<file path="config.mk">
export PLATFORM = sky130hd
export DESIGN_NAME = capture_sample_normalizer_top_flat
export DESIGN_NICKNAME = d
export VERILOG_FILES = /design/src/design/capnorm_pkg.sv /design/src/design/capnorm_if.sv /design/src/design/capnorm_decode.sv /design/src/design/capture_sample_normalizer_top.sv /design/src/flat_wrapper.sv
export SDC_FILE = /design/constraint.sdc
export NUM_CORES = 1
export LEC_CHECK = 0
export BUFFER_PORTS_ARGS = -buffer_cell sky130_fd_sc_hd__buf_2
export CAP_MARGIN = 15
export CORE_ASPECT_RATIO = 0.9
export CORE_UTILIZATION = 60
export DETAILED_ROUTE_END_ITERATION = 7
export GPL_ROUTABILITY_DRIVEN = 0
export PLACE_DENSITY_LB_ADDON = 0.2
export REMOVE_ABC_BUFFERS = 1
export SETUP_SLACK_MARGIN = 0.5
export SYNTH_ARGS = -nofsm -noshare
export SYNTH_HDL_FRONTEND = slang
export SYNTH_SLANG_ARGS = --single-unit
</file>
<file path="constraint.sdc">
create_clock -name clk -period 7.88 [get_ports clk]
set_input_delay 1.576 -clock clk [delete_from_list [all_inputs] [get_ports clk]]
set_output_delay 1.576 -clock clk [all_outputs]
set_load 0.02 [all_outputs]
</file>
<file path="src/design/capnorm_pkg.sv">
`timescale 1ns / 1ps
// ----------------------------------------------------------------------------
// Capture sample normaliser package
// Shared types, register indices, format codes and constants.
// ----------------------------------------------------------------------------
package capnorm_pkg;

    localparam int CFG_INDEX_W = 2;
    localparam int CFG_DATA_W  = 6;

    localparam logic [CFG_INDEX_W-1:0] REG_SAMPLE_FORMAT = 2'd0;
    localparam logic [CFG_INDEX_W-1:0] REG_VALID_BITS    = 2'd1;
    localparam logic [CFG_INDEX_W-1:0] REG_STEREO_SOURCE = 2'd2;

    typedef enum logic [1:0] {
        FMT_PCM16   = 2'd0,
        FMT_PCM24   = 2'd1,
        FMT_PCM32   = 2'd2,
        FMT_FLOAT32 = 2'd3
    } fmt_t;

    localparam logic [5:0]  VALID_BITS_FULL = 6'd32;
    localparam logic [23:0] Q_ONE           = 24'h80_0000;
    localparam logic [23:0] Q_MAX           = 24'h7F_FFFF;
    localparam logic [7:0]  EXP_BIAS        = 8'd127;
    localparam logic [7:0]  EXP_SPECIAL     = 8'hFF;

    // sign and magnitude in units of 2^-23, magnitude up to Q_ONE
    typedef struct packed {
        logic        neg;
        logic [23:0] mag;
    } fix_t;

    typedef struct packed {
        logic [31:0] left_word;
        logic [31:0] right_word;
        logic        silent;
        logic        packet_end;
    } in_word_t;

    typedef struct packed {
        logic signed [23:0] left_sample;
        logic signed [23:0] right_sample;
        logic [23:0]        left_peak;
        logic [23:0]        right_peak;
        logic               last_of_packet;
    } out_word_t;

    // +1.0 saturates to the largest positive code
    function automatic logic signed [23:0] to_sample(fix_t v);
        logic [23:0] s;
        if (v.neg)
            s = 24'd0 - v.mag;
        else if (v.mag >= Q_ONE)
            s = Q_MAX;
        else
            s = v.mag;
        return $signed(s);
    endfunction

endpackage

</file>
<file path="src/design/capnorm_if.sv">
`timescale 1ns / 1ps
// ----------------------------------------------------------------------------
// Capture sample normaliser channels
// Valid/ready channels for input frames and result words.
// ----------------------------------------------------------------------------
interface capnorm_in_if;
    import capnorm_pkg::*;
    logic     valid;
    logic     ready;
    in_word_t data;
    modport source (output valid, output data, input ready);
    modport sink   (input valid, input data, output ready);
endinterface

interface capnorm_out_if;
    import capnorm_pkg::*;
    logic      valid;
    logic      ready;
    out_word_t data;
    modport source (output valid, output data, input ready);
    modport sink   (input valid, input data, output ready);
endinterface

</file>
<file path="src/design/capnorm_decode.sv">
`timescale 1ns / 1ps
// ----------------------------------------------------------------------------
// Capture sample decoder
// Turns one raw container word into sign and Q1.23 magnitude.
// ----------------------------------------------------------------------------
module capnorm_decode (
    input  logic [31:0]        word,
    input  capnorm_pkg::fmt_t  fmt,
    input  logic [5:0]         valid_bits,
    output capnorm_pkg::fix_t  val
);
    import capnorm_pkg::*;

    logic [5:0]  vb_eff;
    logic [5:0]  drop;
    logic [31:0] keep_mask;
    logic [31:0] pcm_top;
    logic [31:0] pcm_abs;
    logic [7:0]  exp_f;
    logic [22:0] man_f;
    logic [7:0]  shift_f;
    logic [23:0] flt_mag;

    // PCM: place the sample at the top of a 32-bit word, so every width
    // becomes a fraction of 2^31 and the magnitude is simply bits [31:8].
    always_comb
    begin
        vb_eff = (valid_bits == 6'd0 || valid_bits > VALID_BITS_FULL)
                 ? VALID_BITS_FULL : valid_bits;
        drop      = VALID_BITS_FULL - vb_eff;
        keep_mask = 32'hFFFF_FFFF << drop[4:0];
        case (fmt)
            FMT_PCM16: pcm_top = {word[15:0], 16'h0000};
            FMT_PCM24: pcm_top = {word[23:0], 8'h00};
            FMT_PCM32: pcm_top = word & keep_mask;
            default:   pcm_top = 32'd0;
        endcase
        pcm_abs = pcm_top[31] ? (32'd0 - pcm_top) : pcm_top;
    end

    always_comb
    begin
        exp_f   = word[30:23];
        man_f   = word[22:0];
        shift_f = EXP_BIAS - exp_f;
        if (exp_f == 8'd0 || (exp_f == EXP_SPECIAL && man_f != 23'd0))
            flt_mag = 24'd0;
        else if (exp_f >= EXP_BIAS)
            flt_mag = Q_ONE;
        else if (shift_f >= 8'd24)
            flt_mag = 24'd0;
        else
            flt_mag = {1'b1, man_f} >> shift_f[4:0];
    end

    always_comb
    begin
        if (fmt == FMT_FLOAT32)
        begin
            val.mag = flt_mag;
            val.neg = word[31] && (flt_mag != 24'd0);
        end
        else
        begin
            val.mag = pcm_abs[31:8];
            val.neg = pcm_top[31] && (pcm_abs[31:8] != 24'd0);
        end
    end

endmodule

</file>
<file path="src/design/capture_sample_normalizer_top.sv">
`timescale 1ns / 1ps
// ----------------------------------------------------------------------------
// Capture sample normaliser
// Decodes captured PCM or float frames into Q1.23 samples with packet peaks.
// ----------------------------------------------------------------------------
// Use:
//   frame  : valid/ready input, one word per captured stereo frame.
//   result : valid/ready output, one word per frame, in order.
//   cfg_*  : write-only registers (format, valid bits, stereo source);
//            write them only while no frame is in flight.
// Throughput: one frame per cycle while result keeps taking words; an
//   accepted frame is registered in the frame register, which feeds a
//   single decode/peak stage into the result register.
// The peak holds advance as a frame moves into the result register and are
//   cleared after the frame marked as packet end.
// Reset: both stages empty, peaks zero, format float32, 32 valid bits,
//   stereo source.
// Stall: when result is not taken the result register holds, the frame
//   register still fills once, then frame.ready drops.
// ----------------------------------------------------------------------------
module capture_sample_normalizer_top (
    input  logic                                clk,
    input  logic                                rst_n,
    input  logic                                cfg_we,
    input  logic [capnorm_pkg::CFG_INDEX_W-1:0] cfg_index,
    input  logic [capnorm_pkg::CFG_DATA_W-1:0]  cfg_data,
    capnorm_in_if.sink                          frame,
    capnorm_out_if.source                       result
);
    import capnorm_pkg::*;

    fmt_t        fmt_reg, fmt_next;
    logic [5:0]  vbits_reg, vbits_next;
    logic        stereo_reg, stereo_next;

    logic        s1_valid_reg, s1_valid_next;
    in_word_t    s1_data_reg, s1_data_next;
    logic        out_valid_reg, out_valid_next;
    out_word_t   out_data_reg, out_data_next;
    logic [23:0] lpeak_reg, lpeak_next;
    logic [23:0] rpeak_reg, rpeak_next;

    logic        s1_adv;
    logic        in_take;
    fix_t        dec_l, dec_r;
    fix_t        val_l, val_r;
    logic [23:0] lpeak_new, rpeak_new;

    capnorm_decode u_dec_left (
        .word       (s1_data_reg.left_word),
        .fmt        (fmt_reg),
        .valid_bits (vbits_reg),
        .val        (dec_l)
    );

    capnorm_decode u_dec_right (
        .word       (s1_data_reg.right_word),
        .fmt        (fmt_reg),
        .valid_bits (vbits_reg),
        .val        (dec_r)
    );

    assign s1_adv       = s1_valid_reg && (!out_valid_reg || result.ready);
    assign frame.ready  = !s1_valid_reg || s1_adv;
    assign in_take      = frame.valid && frame.ready;
    assign result.valid = out_valid_reg;
    assign result.data  = out_data_reg;

    always_comb
    begin
        fmt_next    = fmt_reg;
        vbits_next  = vbits_reg;
        stereo_next = stereo_reg;
        if (cfg_we)
        begin
            case (cfg_index)
                REG_SAMPLE_FORMAT: fmt_next    = fmt_t'(cfg_data[1:0]);
                REG_VALID_BITS:    vbits_next  = cfg_data[5:0];
                REG_STEREO_SOURCE: stereo_next = cfg_data[0];
                default:           ;
            endcase
        end
    end

    always_comb
    begin
        if (s1_data_reg.silent)
        begin
            val_l = '0;
            val_r = '0;
        end
        else
        begin
            val_l = dec_l;
            val_r = stereo_reg ? dec_r : dec_l;
        end
        lpeak_new = (val_l.mag > lpeak_reg) ? val_l.mag : lpeak_reg;
        rpeak_new = (val_r.mag > rpeak_reg) ? val_r.mag : rpeak_reg;

        s1_valid_next  = in_take ? 1'b1 : (s1_adv ? 1'b0 : s1_valid_reg);
        s1_data_next   = in_take ? frame.data : s1_data_reg;
        out_valid_next = s1_adv ? 1'b1 : (result.ready ? 1'b0 : out_valid_reg);

        out_data_next = out_data_reg;
        lpeak_next    = lpeak_reg;
        rpeak_next    = rpeak_reg;
        if (s1_adv)
        begin
            out_data_next.left_sample    = to_sample(val_l);
            out_data_next.right_sample   = to_sample(val_r);
            out_data_next.left_peak      = lpeak_new;
            out_data_next.right_peak     = rpeak_new;
            out_data_next.last_of_packet = s1_data_reg.packet_end;
            lpeak_next = s1_data_reg.packet_end ? 24'd0 : lpeak_new;
            rpeak_next = s1_data_reg.packet_end ? 24'd0 : rpeak_new;
        end
    end

    always_ff @(posedge clk or negedge rst_n)
    begin
        if (!rst_n)
        begin
            fmt_reg       <= FMT_FLOAT32;
            vbits_reg     <= VALID_BITS_FULL;
            stereo_reg    <= 1'b1;
            s1_valid_reg  <= 1'b0;
            out_valid_reg <= 1'b0;
            lpeak_reg     <= 24'd0;
            rpeak_reg     <= 24'd0;
        end
        else
        begin
            fmt_reg       <= fmt_next;
            vbits_reg     <= vbits_next;
            stereo_reg    <= stereo_next;
            s1_valid_reg  <= s1_valid_next;
            out_valid_reg <= out_valid_next;
            lpeak_reg     <= lpeak_next;
            rpeak_reg     <= rpeak_next;
        end
    end

    always_ff @(posedge clk)
    begin
        s1_data_reg  <= s1_data_next;
        out_data_reg <= out_data_next;
    end

    // peaks never exceed full scale
    a_peak_range: assert property (@(posedge clk) disable iff (!rst_n)
        out_valid_reg |-> (out_data_reg.left_peak <= Q_ONE &&
                           out_data_reg.right_peak <= Q_ONE))
        else $error("peak above full scale");

    // a non-negative left sample is covered by its peak
    a_peak_covers: assert property (@(posedge clk) disable iff (!rst_n)
        (out_valid_reg && !out_data_reg.left_sample[23]) |->
            (out_data_reg.left_peak >= out_data_reg.left_sample[23:0]))
        else $error("left peak below sample");

    // holds clear once the packet-end word moves on
    a_peak_clear: assert property (@(posedge clk) disable iff (!rst_n)
        (s1_adv && s1_data_reg.packet_end) |=>
            (lpeak_reg == 24'd0 && rpeak_reg == 24'd0))
        else $error("peak hold not cleared after packet end");

    // both stages full and result stalled: no new frame may enter
    a_backpressure: assert property (@(posedge clk) disable iff (!rst_n)
        (s1_valid_reg && out_valid_reg && !result.ready) |-> !frame.ready)
        else $error("frame accepted while pipeline full");

    // a stalled result word is not overwritten
    a_out_hold: assert property (@(posedge clk) disable iff (!rst_n)
        (out_valid_reg && !result.ready) |=> (out_valid_reg &&
                                               $stable(out_data_reg)))
        else $error("result word changed under stall");

endmodule

</file>
<file path="src/flat_wrapper.sv">
// flat-port wrapper written by rule: the top's interface ports become plain ports
module capture_sample_normalizer_top_flat import capnorm_pkg::*;
  (clk, rst_n, cfg_we, cfg_index, cfg_data, frame_valid, frame_data, frame_ready, result_valid, result_data, result_ready);
  capnorm_in_if frame_i ();
  capnorm_out_if result_i ();
  input  logic clk;
  input  logic rst_n;
  input  logic cfg_we;
  input  logic [capnorm_pkg::CFG_INDEX_W-1:0] cfg_index;
  input  logic [capnorm_pkg::CFG_DATA_W-1:0] cfg_data;
  input wire logic [$bits(frame_i.valid)-1:0] frame_valid;
  input wire logic [$bits(frame_i.data)-1:0] frame_data;
  output wire logic [$bits(frame_i.ready)-1:0] frame_ready;
  output wire logic [$bits(result_i.valid)-1:0] result_valid;
  output wire logic [$bits(result_i.data)-1:0] result_data;
  input wire logic [$bits(result_i.ready)-1:0] result_ready;
  assign frame_i.valid = frame_valid;
  assign frame_i.data = frame_data;
  assign frame_ready = frame_i.ready;
  assign result_valid = result_i.valid;
  assign result_data = result_i.data;
  assign result_i.ready = result_ready;
  capture_sample_normalizer_top u_core (.clk(clk), .rst_n(rst_n), .cfg_we(cfg_we), .cfg_index(cfg_index), .cfg_data(cfg_data), .frame(frame_i), .result(result_i));
endmodule
</file>
==> impl_metrics.env <==
export IMPL_yosysTopAreaCellShare=0.272
export IMPL_track_usage=0.370
export IMPL_setup_viol=0
export IMPL_ir_drop_v=0.000230
export IMPL_synth_area_mm2=0.0180
export IMPL_seqCellArea_mm2=0.00638
export IMPL_htree_num_levels=1
export IMPL_hold_viol=0
export IMPL_cap_violations=0
export IMPL_via_count=17670
export IMPL_tns_ps=0
export IMPL_r2r_cells=25
export IMPL_cts_clk_slew_worst_paths_ps=70
export IMPL_cts_buffers=24
export IMPL_cts_tree="yes"
export IMPL_clkLatencyLatePin_ps=540
export IMPL_hold_buffers=0
export IMPL_cp_data_arrival_time_ps=7540
export IMPL_rows=59
export IMPL_critPathMaxStageDelay_ps=730
export IMPL_netlist_instances=1982
export IMPL_powerDensity_mw_per_mm2=302
export IMPL_regToRegStartpoint="u_core.vbits_reg[5]"
export IMPL_io_pins=178
export IMPL_post_drt_via_cell_ratio=7.00
export IMPL_drt_wl_total_um=57800
export IMPL_core_mm2=0.0292
export IMPL_reg2reg_slack_ps=730
export IMPL_slew_violations=0
export IMPL_clock_sinks=222
export IMPL_hold_class="reg2reg"
export IMPL_ys_warn_count=0
export IMPL_cp_start_kind="flip-flop"
export IMPL_grt_ovfl_total=0
export IMPL_start_util=0.616
export IMPL_hold_slack_ps=514
export IMPL_cp_max_fo=18
export IMPL_hp_start="u_core.s1_valid_reg"
export IMPL_finalNonFillerCells=2523
export IMPL_wl_per_cell_um=22.9
export IMPL_synth_edff_count=163
export IMPL_synth_distinct_cells=110
export IMPL_synth_ff_latch_count=222
export IMPL_grt_pass1_wl_um=89100
export IMPL_clockBufferDepth=3
export IMPL_nets=2241
export IMPL_synth_ff_type="edfxtp_1"
export IMPL_cp_common_cell="nand2_1"
export IMPL_drive_above_1_share=0.217
export IMPL_die_area_mm2=0.0307
export IMPL_fin_total_pwr_w=0.00609
export IMPL_slowest_stage="a211oi_1"
export IMPL_syn_avg_cell_area_um2=9.08
export IMPL_ys_async_sr_fraction=0.266
export IMPL_period_share=0.907
export IMPL_p_leak_nw=7.75
export IMPL_root_buffer="clkbuf_16"
export IMPL_worstMarginPinSlew_ps=1140
export IMPL_ys_top_cells_by_area="edfxtp_1, dfrtp_1, mux2_2"
export IMPL_crit_required_ps=8270
export IMPL_final_setup_skew_ps=16.5
export IMPL_fillers=2343
export IMPL_ys_seq_area_frac=0.354
export IMPL_dp_cells=2473
export IMPL_synth_area_leader_cell="edfxtp_1"
export IMPL_drt_antenna_violating_nets=0
export IMPL_placed_area_mm2=0.0193
export IMPL_crit_type="reg2reg"
export IMPL_whs_endpoint="u_core.result.valid"
export IMPL_drt_iter0_drc=2541
export IMPL_reg2reg_to="u_core.lpeak_reg[8]"
export IMPL_syn_to_final_growth_pct=12.0
export IMPL_dp_hpwl_um=41600
export IMPL_grt_pass1_vias=16230
export IMPL_slew_limit_headroom=0.240
export IMPL_antenna_found_initial=0
export IMPL_max_freq_mhz=140
export IMPL_portBuffers=177
export IMPL_drc=8
export IMPL_rsz0062_at_grt="true"
export IMPL_die_h_um=166
export IMPL_violations="DRC"
export IMPL_crit_path_end_kind="flip-flop"
export IMPL_whs_path_depth=1
export IMPL_status="finished with violations"
export IMPL_period_minus_slack_ps=7150
export IMPL_multi_input_area_mm2=0.0108
export IMPL_die_w_um=185
export IMPL_diodes=0
export IMPL_largest_reg_flops=97
export IMPL_grt_max_degree=72
export IMPL_final_area_mm2=0.0202
export IMPL_firstDrtPassIters=8
## what timing repair did
item                                    4_1_cts  5_1_grt
endpoints found under the setup margin       43       96
gates cloned                                  0        0
pin swaps                                     0        2
buffers inserted                              0        6
resized for setup                             1       11
## cell usage after synthesis (all sizes together), types with 18 or more instances
cell type  count
a211oi        30
a21oi         87
a31oi         44
and2          20
buf           42
clkbuf        97
dfrtp         55
edfxtp       163
ha            53
inv           83
mux2          83
mux2i         77
mux4          24
nand2        187
nand2b        31
nand3         48
nand4         34
nor2         170
nor2b         26
nor3          67
nor4          34
o21a          18
o21ai        150
o22ai         19
o31ai         18
xnor2         21
## placed cells by master, fill, tap and decap left out, drive strengths merged, types with 24 or more instances in the layout
master,n
inv,85
nor3,67
mux2,83
clkbuf,35
mux4,24
ha,53
mux2i,77
a211oi,30
o21ai,150
nor4,34
nand2,187
a21oi,87
edfxtp,163
buf,240
nor2b,26
nand2b,31
a31oi,44
nand4,34
dfrtp,55
nand3,48
nor2,170
## routing by layer
metal | GRT usage | vias up | share of wire
met5 | 0 | - | 0
met4 | 0.157 | 0 | 0.046
met3 | 0.0936 | 262 | 0.13
met2 | 0.555 | 1249 | 0.44
met1 | 0.506 | 8324 | 0.39
li1 | - | 7835 | -
## through the flow
stage / setup WS [ps] / util
after CTS: 529 / 0.686
after global routing: 452 / 0.690
final: 730 / 0.690
after global placement: 534 / 0.659
after detailed placement: 332 / 0.659
after floorplan: 120 / -
## cells by family after synthesis
group                      share of synthesized area
AOI/OAI and AO/OA                              0.223
xor gates and xnor gates                      0.0170
adders and majority gates                     0.0368
buffers and inverters                         0.0490
DFF                                            0.354
muxes                                          0.125
and+or+nand+nor                                0.196
## power breakdown
group	leakage (nW)	switching (W)	internal, W	total, W
clock network	0.383	0.000461	0.000645	0.00111
registers	2.37	0.000181	0.00156	0.00174
logic	5.00	0.00203	0.00121	0.00324
## critical path, delay by kind of cell, from the launching register on
kind / cells / cell delay [ps]
buffers and inverters: 3 / 640
muxes: 1 / 390
AOI/OAI and AO/OA: 9 / 3280
and+or+nand+nor: 10 / 1470
adders and majority gates: 2 / 640
DFF: 1 / 550
## worst max path at each step
stage                        startpoint              endpoint
floorplan             u_core.fmt_reg[1]  u_core.rpeak_reg[10]
global placement    u_core.vbits_reg[5]  u_core.rpeak_reg[22]
detailed placement  u_core.vbits_reg[5]  u_core.rpeak_reg[22]
CTS                 u_core.vbits_reg[5]  u_core.rpeak_reg[22]
global route        u_core.vbits_reg[5]  u_core.rpeak_reg[14]
finish              u_core.vbits_reg[5]   u_core.lpeak_reg[8]
## area by class of cell
cell class	count	area share
clock buffers	35	0.0344
repair buffers	240	0.0674
well taps	396	0.0246
flip-flops and latches	222	0.316
inverters	86	0.0161
clock inverters	9	0.00403
multi-input cells	1535	0.537
No activity file was read; power rests on OpenSTA's default activity.
